**config.mk**
```make
export PLATFORM = sky130hd
export DESIGN_NAME = content_length_message_deframer
export DESIGN_NICKNAME = d
export VERILOG_FILES = /design/src/sv/clmd_pkg.sv /design/src/sv/clmd_hdr_scan.sv /design/src/sv/clmd_ctrl.sv /design/src/sv/clmd_out_reg.sv /design/src/sv/content_length_message_deframer.sv
export SDC_FILE = /design/constraint.sdc
export NUM_CORES = 1
export LEC_CHECK = 0
export BUFFER_PORTS_ARGS = -buffer_cell sky130_fd_sc_hd__buf_2
export CORE_MARGIN = 5
export CORE_UTILIZATION = 40
export CTS_CLUSTER_SIZE = 10
export DETAILED_ROUTE_END_ITERATION = 6
export PLACE_DENSITY = 0.59
export SLEW_MARGIN = 40
export SYNTH_ARGS = -nofsm -noshare
export SYNTH_HDL_FRONTEND = slang
export SYNTH_SLANG_ARGS = --single-unit
```
**constraint.sdc**
```tcl
create_clock -name clk -period 4.75 [get_ports clk]
set_input_delay 0.95 -clock clk [delete_from_list [all_inputs] [get_ports clk]]
set_output_delay 0.95 -clock clk [all_outputs]
set_load 0.02 [all_outputs]
```
**src/sv/clmd_pkg.sv**
```systemverilog
// ----------------------------------------------------------------------------
// clmd_pkg
// Shared types, constants and helpers for the Content-Length message deframer.
// ----------------------------------------------------------------------------
package clmd_pkg;

    localparam int LEN_BITS   = 31;
    localparam int LEN_EXT    = LEN_BITS + 4;
    localparam int PREFIX_LEN = 16;

    localparam logic [7:0] CHAR_CR    = 8'h0D;
    localparam logic [7:0] CHAR_LF    = 8'h0A;
    localparam logic [7:0] CHAR_C     = 8'h43;
    localparam logic [7:0] CHAR_ZERO  = 8'h30;
    localparam logic [7:0] CHAR_NINE  = 8'h39;
    localparam logic [7:0] CHAR_SPACE = 8'h20;
    localparam logic [7:0] CHAR_TAB   = 8'h09;

    typedef enum logic [1:0] {
        PH_IDLE,
        PH_HEADER,
        PH_BODY,
        PH_HALT
    } phase_t;

    typedef enum logic [1:0] {
        LP_SEARCH,
        LP_SPACE,
        LP_DIGITS,
        LP_DONE
    } lp_t;

    typedef enum logic [2:0] {
        ST_OK         = 3'd0,
        ST_NO_LEN     = 3'd1,
        ST_BAD_LEN    = 3'd2,
        ST_INCOMPLETE = 3'd3,
        ST_HALTED     = 3'd4
    } status_t;

    // header tracking state
    typedef struct packed {
        logic [1:0]          sep;
        logic [3:0]          pref;
        lp_t                 lp;
        logic [LEN_BITS-1:0] len;
        logic                bad;
    } scan_t;

    localparam scan_t SCAN_CLEAR = '{sep: 2'd0, pref: 4'd0, lp: LP_SEARCH,
                                     len: '0, bad: 1'b0};

    // one result item
    typedef struct packed {
        logic [7:0] data;
        logic       in_body;
        logic       last;
        status_t    status;
    } res_t;

    function automatic logic [7:0] prefix_char(input logic [3:0] idx);
        logic [7:0] c;
        case (idx)
            4'd0:    c = 8'h43; // C
            4'd1:    c = 8'h6F; // o
            4'd2:    c = 8'h6E; // n
            4'd3:    c = 8'h74; // t
            4'd4:    c = 8'h65; // e
            4'd5:    c = 8'h6E; // n
            4'd6:    c = 8'h74; // t
            4'd7:    c = 8'h2D; // -
            4'd8:    c = 8'h4C; // L
            4'd9:    c = 8'h65; // e
            4'd10:   c = 8'h6E; // n
            4'd11:   c = 8'h67; // g
            4'd12:   c = 8'h74; // t
            4'd13:   c = 8'h68; // h
            4'd14:   c = 8'h3A; // :
            default: c = 8'h20; // space
        endcase
        return c;
    endfunction

    function automatic logic is_space(input logic [7:0] b);
        return (b == CHAR_SPACE) || ((b >= CHAR_TAB) && (b <= CHAR_CR));
    endfunction

endpackage

```
**src/sv/clmd_hdr_scan.sv**
```systemverilog
// ----------------------------------------------------------------------------
// clmd_hdr_scan
// Header byte scanner: separator match, prefix match and length digits.
// ----------------------------------------------------------------------------
module clmd_hdr_scan (
    input  logic [7:0]     data_byte,
    input  clmd_pkg::scan_t cur,
    output clmd_pkg::scan_t nxt,
    output logic           sep_close
);
    import clmd_pkg::*;

    logic                digit;
    logic [3:0]          dval;
    logic [LEN_EXT-1:0]  len_ext;
    logic [LEN_EXT-1:0]  prod;

    assign digit   = (data_byte >= CHAR_ZERO) && (data_byte <= CHAR_NINE);
    // ASCII digits carry their value in the low nibble
    assign dval    = data_byte[3:0];
    assign len_ext = {4'b0000, cur.len};
    // times ten as shift and add
    assign prod    = (len_ext << 3) + (len_ext << 1) + {{(LEN_EXT-4){1'b0}}, dval};

    always_comb
    begin
        nxt       = cur;
        sep_close = 1'b0;

        // CR LF CR LF tracking
        if (data_byte == CHAR_CR)
        begin
            nxt.sep = (cur.sep == 2'd2) ? 2'd3 : 2'd1;
        end
        else if ((data_byte == CHAR_LF) && ((cur.sep == 2'd1) || (cur.sep == 2'd3)))
        begin
            if (cur.sep == 2'd3)
                sep_close = 1'b1;
            else
                nxt.sep = 2'd2;
        end
        else
        begin
            nxt.sep = 2'd0;
        end

        // length header tracking
        case (cur.lp)
            LP_SEARCH:
            begin
                if (data_byte == prefix_char(cur.pref))
                begin
                    if (cur.pref == 4'(PREFIX_LEN - 1))
                    begin
                        nxt.pref = 4'd0;
                        nxt.lp   = LP_SPACE;
                    end
                    else
                    begin
                        nxt.pref = cur.pref + 4'd1;
                    end
                end
                else
                begin
                    nxt.pref = (data_byte == CHAR_C) ? 4'd1 : 4'd0;
                end
            end
            LP_SPACE:
            begin
                if (digit)
                begin
                    nxt.len = {{(LEN_BITS-4){1'b0}}, dval};
                    nxt.lp  = LP_DIGITS;
                end
                else if (!is_space(data_byte))
                begin
                    nxt.bad = 1'b1;
                    nxt.lp  = LP_DONE;
                end
            end
            LP_DIGITS:
            begin
                if (digit)
                begin
                    if (prod[LEN_EXT-1:LEN_BITS] != 4'd0)
                    begin
                        nxt.bad = 1'b1;
                        nxt.lp  = LP_DONE;
                    end
                    else
                    begin
                        nxt.len = prod[LEN_BITS-1:0];
                    end
                end
                else
                begin
                    nxt.lp = LP_DONE;
                end
            end
            default:
            begin
                nxt.lp = cur.lp;
            end
        endcase
    end

endmodule

```
**src/sv/clmd_ctrl.sv**
```systemverilog
// ----------------------------------------------------------------------------
// clmd_ctrl
// Framing state machine: message phase, header tracking and body count.
// ----------------------------------------------------------------------------
module clmd_ctrl (
    input  logic          clk,
    input  logic          rst_n,
    input  logic          accept,
    input  logic [7:0]    data_byte,
    input  logic          stream_end,
    output clmd_pkg::res_t res
);
    import clmd_pkg::*;

    phase_t              phase_reg, phase_next;
    scan_t               scan_reg, scan_next;
    logic [LEN_BITS-1:0] remain_reg, remain_next;

    scan_t               scan_upd;
    logic                sep_close;
    logic                no_len;
    logic                bad_len;
    logic                body_final;

    clmd_hdr_scan u_scan (
        .data_byte (data_byte),
        .cur       (scan_reg),
        .nxt       (scan_upd),
        .sep_close (sep_close)
    );

    assign no_len     = (scan_reg.lp == LP_SEARCH);
    assign bad_len    = scan_reg.bad || (scan_reg.lp == LP_SPACE);
    assign body_final = (remain_reg == {{(LEN_BITS-1){1'b0}}, 1'b1});

    // next state
    always_comb
    begin
        phase_next  = phase_reg;
        scan_next   = scan_reg;
        remain_next = remain_reg;
        if (accept)
        begin
            case (phase_reg)
                PH_HALT:
                begin
                    phase_next = PH_HALT;
                end
                PH_BODY:
                begin
                    if (stream_end)
                        phase_next = PH_HALT;
                    else
                    begin
                        remain_next = remain_reg - {{(LEN_BITS-1){1'b0}}, 1'b1};
                        if (body_final)
                            phase_next = PH_IDLE;
                    end
                end
                default:
                begin
                    if (stream_end)
                    begin
                        if (phase_reg == PH_HEADER)
                            phase_next = PH_HALT;
                    end
                    else if (sep_close)
                    begin
                        if (no_len || bad_len)
                            phase_next = PH_HALT;
                        else
                        begin
                            remain_next = scan_reg.len;
                            scan_next   = SCAN_CLEAR;
                            phase_next  = (scan_reg.len == '0) ? PH_IDLE : PH_BODY;
                        end
                    end
                    else
                    begin
                        phase_next = PH_HEADER;
                        scan_next  = scan_upd;
                    end
                end
            endcase
        end
    end

    // result of the item presented now
    always_comb
    begin
        res = '{data: 8'd0, in_body: 1'b0, last: 1'b0, status: ST_OK};
        case (phase_reg)
            PH_HALT:
            begin
                res.status = ST_HALTED;
            end
            PH_BODY:
            begin
                if (stream_end)
                    res.status = ST_INCOMPLETE;
                else
                begin
                    res.data    = data_byte;
                    res.in_body = 1'b1;
                    res.last    = body_final;
                end
            end
            default:
            begin
                if (stream_end)
                begin
                    if (phase_reg == PH_HEADER)
                        res.status = ST_INCOMPLETE;
                end
                else
                begin
                    res.data = data_byte;
                    if (sep_close)
                    begin
                        if (no_len)
                            res.status = ST_NO_LEN;
                        else if (bad_len)
                            res.status = ST_BAD_LEN;
                        else
                            res.last = (scan_reg.len == '0);
                    end
                end
            end
        endcase
    end

    always_ff @(posedge clk or negedge rst_n)
    begin
        if (!rst_n)
        begin
            phase_reg  <= PH_IDLE;
            scan_reg   <= SCAN_CLEAR;
            remain_reg <= '0;
        end
        else
        begin
            phase_reg  <= phase_next;
            scan_reg   <= scan_next;
            remain_reg <= remain_next;
        end
    end

endmodule

```
**src/sv/clmd_out_reg.sv**
```systemverilog
// ----------------------------------------------------------------------------
// clmd_out_reg
// Result register with stream handshake toward the downstream side.
// ----------------------------------------------------------------------------
module clmd_out_reg (
    input  logic           clk,
    input  logic           rst_n,
    input  logic           load,
    input  clmd_pkg::res_t res,
    output logic           can_load,
    output logic           m_axis_tvalid,
    input  logic           m_axis_tready,
    output logic [7:0]     m_axis_tdata,
    output logic           m_axis_tlast,
    output logic [3:0]     m_axis_tuser
);
    import clmd_pkg::*;

    logic valid_reg, valid_next;
    res_t res_reg;

    assign can_load   = !valid_reg || m_axis_tready;
    assign valid_next = load ? 1'b1 : (valid_reg && !m_axis_tready);

    always_ff @(posedge clk or negedge rst_n)
    begin
        if (!rst_n)
            valid_reg <= 1'b0;
        else
            valid_reg <= valid_next;
    end

    always_ff @(posedge clk)
    begin
        if (load)
            res_reg <= res;
    end

    assign m_axis_tvalid = valid_reg;
    assign m_axis_tdata  = res_reg.data;
    assign m_axis_tlast  = res_reg.last;
    assign m_axis_tuser  = {res_reg.status, res_reg.in_body};

endmodule

```
**src/sv/content_length_message_deframer.sv**
```systemverilog
// A result is registered and appears on the output in the cycle after its item is accepted.
// Throughput: one item per cycle; s_axis_tready stays high while the output
// register is empty or being drained in the same cycle.
// Reset (rst_n low, asynchronous): back to the idle phase between messages,
// header tracking cleared, output register emptied.
// ----------------------------------------------------------------------------
// content_length_message_deframer
// Splits a byte stream into header/body messages framed by a Content-Length
// header and tags each byte with its role, message end and a status code.
// ----------------------------------------------------------------------------
module content_length_message_deframer (
    input  logic       clk,
    input  logic       rst_n,
    // input item stream
    input  logic       s_axis_tvalid,
    output logic       s_axis_tready,
    input  logic [7:0] s_axis_tdata,   // [7:0] data_byte
    input  logic       s_axis_tuser,   // [0] stream_end
    // result item stream
    output logic       m_axis_tvalid,
    input  logic       m_axis_tready,
    output logic [7:0] m_axis_tdata,   // [7:0] out_byte
    output logic       m_axis_tlast,   // last byte of a complete message
    output logic [3:0] m_axis_tuser    // [0] in_body, [3:1] status
);
    import clmd_pkg::*;

    logic accept;
    logic can_load;
    res_t res;

    // take an item whenever the result register can hold its result
    assign s_axis_tready = can_load;
    assign accept        = s_axis_tvalid && can_load;

    // framing logic: the state advances only on an accepted item
    clmd_ctrl u_ctrl (
        .clk        (clk),
        .rst_n      (rst_n),
        .accept     (accept),
        .data_byte  (s_axis_tdata),
        .stream_end (s_axis_tuser),
        .res        (res)
    );

    // result register: hold the result until downstream takes it
    clmd_out_reg u_out (
        .clk           (clk),
        .rst_n         (rst_n),
        .load          (accept),
        .res           (res),
        .can_load      (can_load),
        .m_axis_tvalid (m_axis_tvalid),
        .m_axis_tready (m_axis_tready),
        .m_axis_tdata  (m_axis_tdata),
        .m_axis_tlast  (m_axis_tlast),
        .m_axis_tuser  (m_axis_tuser)
    );

endmodule

```
---- Word level (Yosys, flattened, before mapping) ----
Memories as Yosys holds them, arrays and structs flattened.
Cells that the tools add are included.
storage, ports and cells
  word-level logic and storage cells ...... 137
  memories ................................ 1
  bits in registers ....................... 87
  bits of input ports ..................... 13
  memory bits (read-only) ................. 112
  output and inout port bits .............. 15
operators by class
  mux-type cells .......................... 56
  bitwise logic cells ..................... 3
  add/sub/neg operators ................... 4
  equality and inequality tests ........... 30
  reductions and logical operators ........ 27
  magnitude comparators ................... 4
memories
  memory            words  width  rd ports  clocked after Yosys merged registers in  wr ports  line            text
  (name not given)  16     7      1         0                                        0         clmd_pkg.sv:63  case (idx)
operators with widths
  operator                                                                 count
  31-bit 2-to-1 mux                                                        6
  40-bit 2-to-1 mux                                                        2
  32-bit case mux with 2 select lines                                      1
  31-bit case mux with 2 select lines                                      1
  2-bit 2-to-1 mux                                                         20
  34-bit by 32-bit adder with 35-bit output                                1
  35-bit by 4-bit adder with 35-bit output                                 1
  32-bit 2-to-1 mux                                                        1
  31-bit by 1-bit equality test with 1-bit output, second input constant   1
  31-bit logical NOT                                                       1
  31-bit by 1-bit subtractor with 31-bit output, second input constant     1
  3-bit by 2-bit inequality test with 1-bit output, second input constant  9
  9-bit AND reduction                                                      2
  8-bit by 4-bit equality test with 1-bit output, second input constant    2
  4-bit 2-to-1 mux                                                         4
  8-bit 2-to-1 mux                                                         2
  8-bit case mux with 2 select lines                                       1
  5-bit AND reduction                                                      3
  4-bit by 3-bit inequality test with 1-bit output, second input constant  3
  1-bit 2-to-1 mux                                                         11
  2-bit equality test, second input constant                               5
  10-bit 2-to-1 mux                                                        1
  8-bit by 6-bit equality test with 1-bit output, second input constant    1
  8-bit by 7-bit equality test with 1-bit output, second input constant    1
  other kinds (26)                                                         43

---- Logic depth before layout (Yosys ltp) ----
  depth after elaboration ................. 8
  depth in mapped cells ................... 15
  mapped depth without buffers ............ 13

---- By module ----
Synthesis repeated with hierarchy kept, for this count alone.
second synthesis, totals
  cell total of the unflattened synthesis .. 915
  area, all modules ....................... 7991.4 um^2
modules (own cells, without submodules)
  module                           area an instance (um^2)  seq. area each (um^2)  cells each  times used
  clmd_ctrl                        4036.4                   1826.8                 422         1
  clmd_hdr_scan                    3510.9                   0.0                    476         1
  clmd_out_reg                     437.9                    415.4                  16          1
  content_length_message_deframer  6.3                      0.0                    1           1

---- Worst setup path after synthesis ----
OpenSTA, ideal clock, no wires.
  path type ............................... input to register
  start point ............................. input s_axis_tdata[3]
  end point ............................... register u_ctrl.scan_reg[1] (netlist name)
  cell stages on the path ................. 14
  required time ........................... 4.625 ns
  slack ................................... 0.654 ns
  arrival ................................. 3.971 ns
  path buffers ............................ 1
  library setup time ...................... 0.125 ns
  cells stage by stage .................... inv_2 -> fa_1 -> inv_1 -> ha_1 -> a21oi_1 -> nand4b_1 -> a2111oi_4 -> nor2_2 -> a21o_4 -> o21a_4 -> mux2i_4 -> a31oi_2 -> buf_6 -> mux2_4
on the way
  longest elaborated chain between the ends .. 6
  elaborated cells between the ends (all ways) .. 17
  those cells by class .................... add/sub: 1; order compare: 2; eq/ne: 6; mux: 3; reduce/logical: 5
RTL lines
  what                                                                                              line                                   text
  start: declaration                                                                                content_length_message_deframer.sv:17  input logic [7:0] s_axis_tdata,
  parallel branches: the longest is 6 deep, another holds 35-bit by 4-bit adder with 35-bit output  n/a
  end signal: assignment                                                                            clmd_ctrl.sv:143                       scan_reg <= scan_next;
  end: declaration                                                                                  clmd_ctrl.sv:16                        scan_t scan_reg, scan_next;
Several ways; the timed one is not identified.
A chain may end at the register's enable or synchronous reset.

---- Final worst setup path ----
  start point ............................. input s_axis_tdata[3]
  end point ............................... register u_ctrl.scan_reg[4] (netlist name)
Same word-level chain as after synthesis.

==> impl_metrics.tcl <==
set metrics [dict create \
    syn_to_final_growth_pct 8.964 \
    fin_util_pct 44.71 \
    fin_crit_sh_pct 88.57 \
    grt_max_degree 75 \
    start_util_pct 41.03 \
    grt_overflow 0 \
    yosys_register_bits 87 \
    synth_area_sq_um 7147 \
    start_kind "input port" \
    yosysSeqAreaShare_pct 31.37 \
    cellLeakagePower_nw 3.666 \
    multiInputGateArea_sq_um 4612 \
    rows 48 \
    skew_ns 0.008847 \
    clk_pin_slew_ns 0.07 \
    hold_buffers 0 \
    dieArea_sq_um 20640 \
    regArea_sq_um 2242 \
    required_ns 4.98 \
    cp_data_arrival_time_ns 4.44 \
    ant_nets 0 \
    dp_cells 1019 \
    cts_max_path_buffers 2 \
    grt_pass1_vias 5740 \
    ctsHtreeMaxLevel 3 \
    syn_area_per_cell_sq_um 8.967 \
    setup_tns_ns 0 \
    synth_ff_type "dfrtp_1" \
    rr_worst_depth 14 \
    p_per_area_nw_per_um2 212.6 \
    r2r_setup_slack_ns 0.86 \
    min_to "u_ctrl.scan_reg[39]" \
    hold_violations 0 \
    antenna_found_initial 0 \
    die_w_microns 143.7 \
    largest_reg_flops 40 \
    hold_path_startpoint "u_ctrl.scan_reg[39]" \
    grt_pass1_wl_microns 29890 \
    drt_iter0_markers 483 \
    via_per_inst 5.791 \
    ys_types 83 \
    synth_edf_count 13 \
    die_y_microns 143.7 \
    io_pins 28 \
    synthesis.instances 797 \
    fillers 1696 \
    cts_resized 0 \
    synth.net_count 886 \
    vias 5994 \
    insertion_delay_ns 0.35 \
    core_sq_um 17420 \
    max_freq_mhz 237.7 \
    fin_nets 894 \
    critPathMaxFanout 17 \
    postCtsSetupBuffers 0 \
    antenna_cells 0 \
    instances_no_fill 1035 \
    slew_headroom_pct 52.08 \
    hp-class "flip-flop to flip-flop" \
    maxCapViolations 0 \
    numCtsBuffers 9 \
    min_path_cells 1 \
    grtUsageTotal_pct 17.77 \
    gp_congestion 0.8623 \
    final-setup-viol-count 0 \
    drt_pass1_iterations 5 \
    status "completed" \
    tightest_slew_ns 0.7173 \
    reg2reg_to "u_ctrl.scan_reg[4]" \
    async_flop_share_pct 85.06 \
    cts_tree "built" \
    whs_ns 0.5003 \
    finalPower_mw 1.655 \
    yosysWarnings 0 \
    rsz0062_at_grt "no" \
    portBuffers 27 \
    crit_type "input port to flip-flop" \
    fin_crit_ns 4.207 \
    drc 0 \
    clock_sinks 87 \
    max-vdd-ir-drop_v 0.0002169 \
    drive_gt1_share_pct 9.877 \
    r2r-start "u_ctrl.scan_reg[1]" \
    dpl.hpwl_microns 13170 \
    ctsRootBufferMaster "clkbuf_16" \
    avgRoutedWirePerCell_microns 17.19 \
    cp-end-kind "flip-flop" \
    finalMaxSlewViolations 0 \
    finalWirelength_microns 17790 \
]
-- Yosys cell counts (10+ instances only) --
cell      count  area [sq um]
edfxtp_1     13         390.4
and2_1       14         87.58
mux2i_1      12         120.1
ha_1         74         925.9
nand2b_1     12         75.07
nor4_1       14         87.58
nor2b_1      10         62.56
nand2_1      54         202.7
a21o_1       15         112.6
dfrtp_1      74          1852
clkbuf_1     22         82.58
nand3_1      39         195.2
xnor2_1      22         192.7
o21ai_0      55         275.3
inv_1        28         105.1
nor2_1       43         161.4
o22ai_1      30         187.7
a21oi_1      66         330.3
and3_1       10         62.56
buf_2        10         50.05
nand4_1      11         68.82
nor3_1       16         80.08
a22o_1       26         227.7
xor2_1       11         96.34
-- worst max path at each step --
stage | from | endpoint | slack (ns) | depth (start not counted)
final | s_axis_tdata[3] | u_ctrl.scan_reg[4] | 0.54 | 15
after global routing | s_axis_tdata[3] | u_ctrl.scan_reg[4] | 0.42 | 15
after CTS | s_axis_tdata[3] | u_ctrl.scan_reg[4] | 0.56 | 15
after detailed placement | s_axis_tdata[3] | u_ctrl.scan_reg[2] | 0.21 | 15
after global placement | s_axis_tdata[3] | u_ctrl.scan_reg[1] | 0.26 | 15
after floorplan | s_axis_tdata[3] | u_ctrl.scan_reg[1] | 0.65 | 14
-- power by group --
part	leakage [nW]	switching, mW	internal (mW)
logic	2.38	0.0603	0.0302
clock network	0.161	0.328	0.470
registers	1.12	0.00391	0.763
total	3.67	0.392	1.26
-- routing by layer --
metal | GRT usage [%] | wire, microns | vias up
li1 | - | - | 3039
met1 | 26.38 | 8997 | 2822
met2 | 27.39 | 7997 | 116
met3 | 2.030 | 542 | 17
met4 | 4.906 | 251 | 0
met5 | 0 | 0 | -
-- worst max-delay path: stages --
cell and delay [ns]:
buf_2 0.15, inv_2 0.09, fa_1 0.60, inv_1 0.06, ha_1 0.27, a21oi_1 0.08, nand4b_1 0.26, a2111oi_4 0.39
nor2_2 0.11, a21o_4 0.25, o21a_4 0.24, mux2i_4 0.20, a31oi_2 0.28, buf_12 0.20, mux2_4 0.30
-- cells by family (layout without fill, tap and decap cells) --
family                     after synthesis  in the layout  synth area share [%]
AOI/OAI and AO/OA                      263            263                 24.91
and+or+nand+nor                        253            253                 19.00
DFF                                     87             87                 31.37
adders and majority gates               76             76                 13.52
buffers and inverters                   67             80                 4.219
xor gates and xnor gates                33             33                 4.044
muxes                                   18             18                 2.941
-- metrics by stage --
stage	cell area, sq um	setup slack [ns]
after CTS	7787	0.5626
after detailed placement	7458	0.2067
after global routing	7787	0.4166
after floorplan	7147	0.6541
after global placement	7455	0.2552
final	7787	0.5430
-- cell type report --
cell class	count	share of cell area, %
well taps	225	3.615
clock buffers	9	2.892
inverters	29	1.398
multi-input cells	643	59.22
clock inverters	7	1.334
repair buffers	35	2.747
flip-flops and latches	87	28.79
-- cell usage in the layout, fill, tap and decap left out, drive strengths merged, types with 5 or more instances in the layout --
cell / instances
nand2: 54
a22o: 26
nor2b: 10
nand3: 39
nand4: 11
or3: 5
mux2: 5
buf: 35
o21bai: 5
o22ai: 30
mux2i: 13
o31ai: 6
nor4: 16
o211ai: 5
xor2: 11
nand2b: 12
nor3: 17
a21oi: 67
xnor2: 22
and3: 10
edfxtp: 13
clkbuf: 9
dfrtp: 74
a31oi: 10
inv: 32
a21o: 16
o21ai: 58
ha: 74
nor2: 44
and2: 15
No activity file was read; power rests on OpenSTA's default activity.
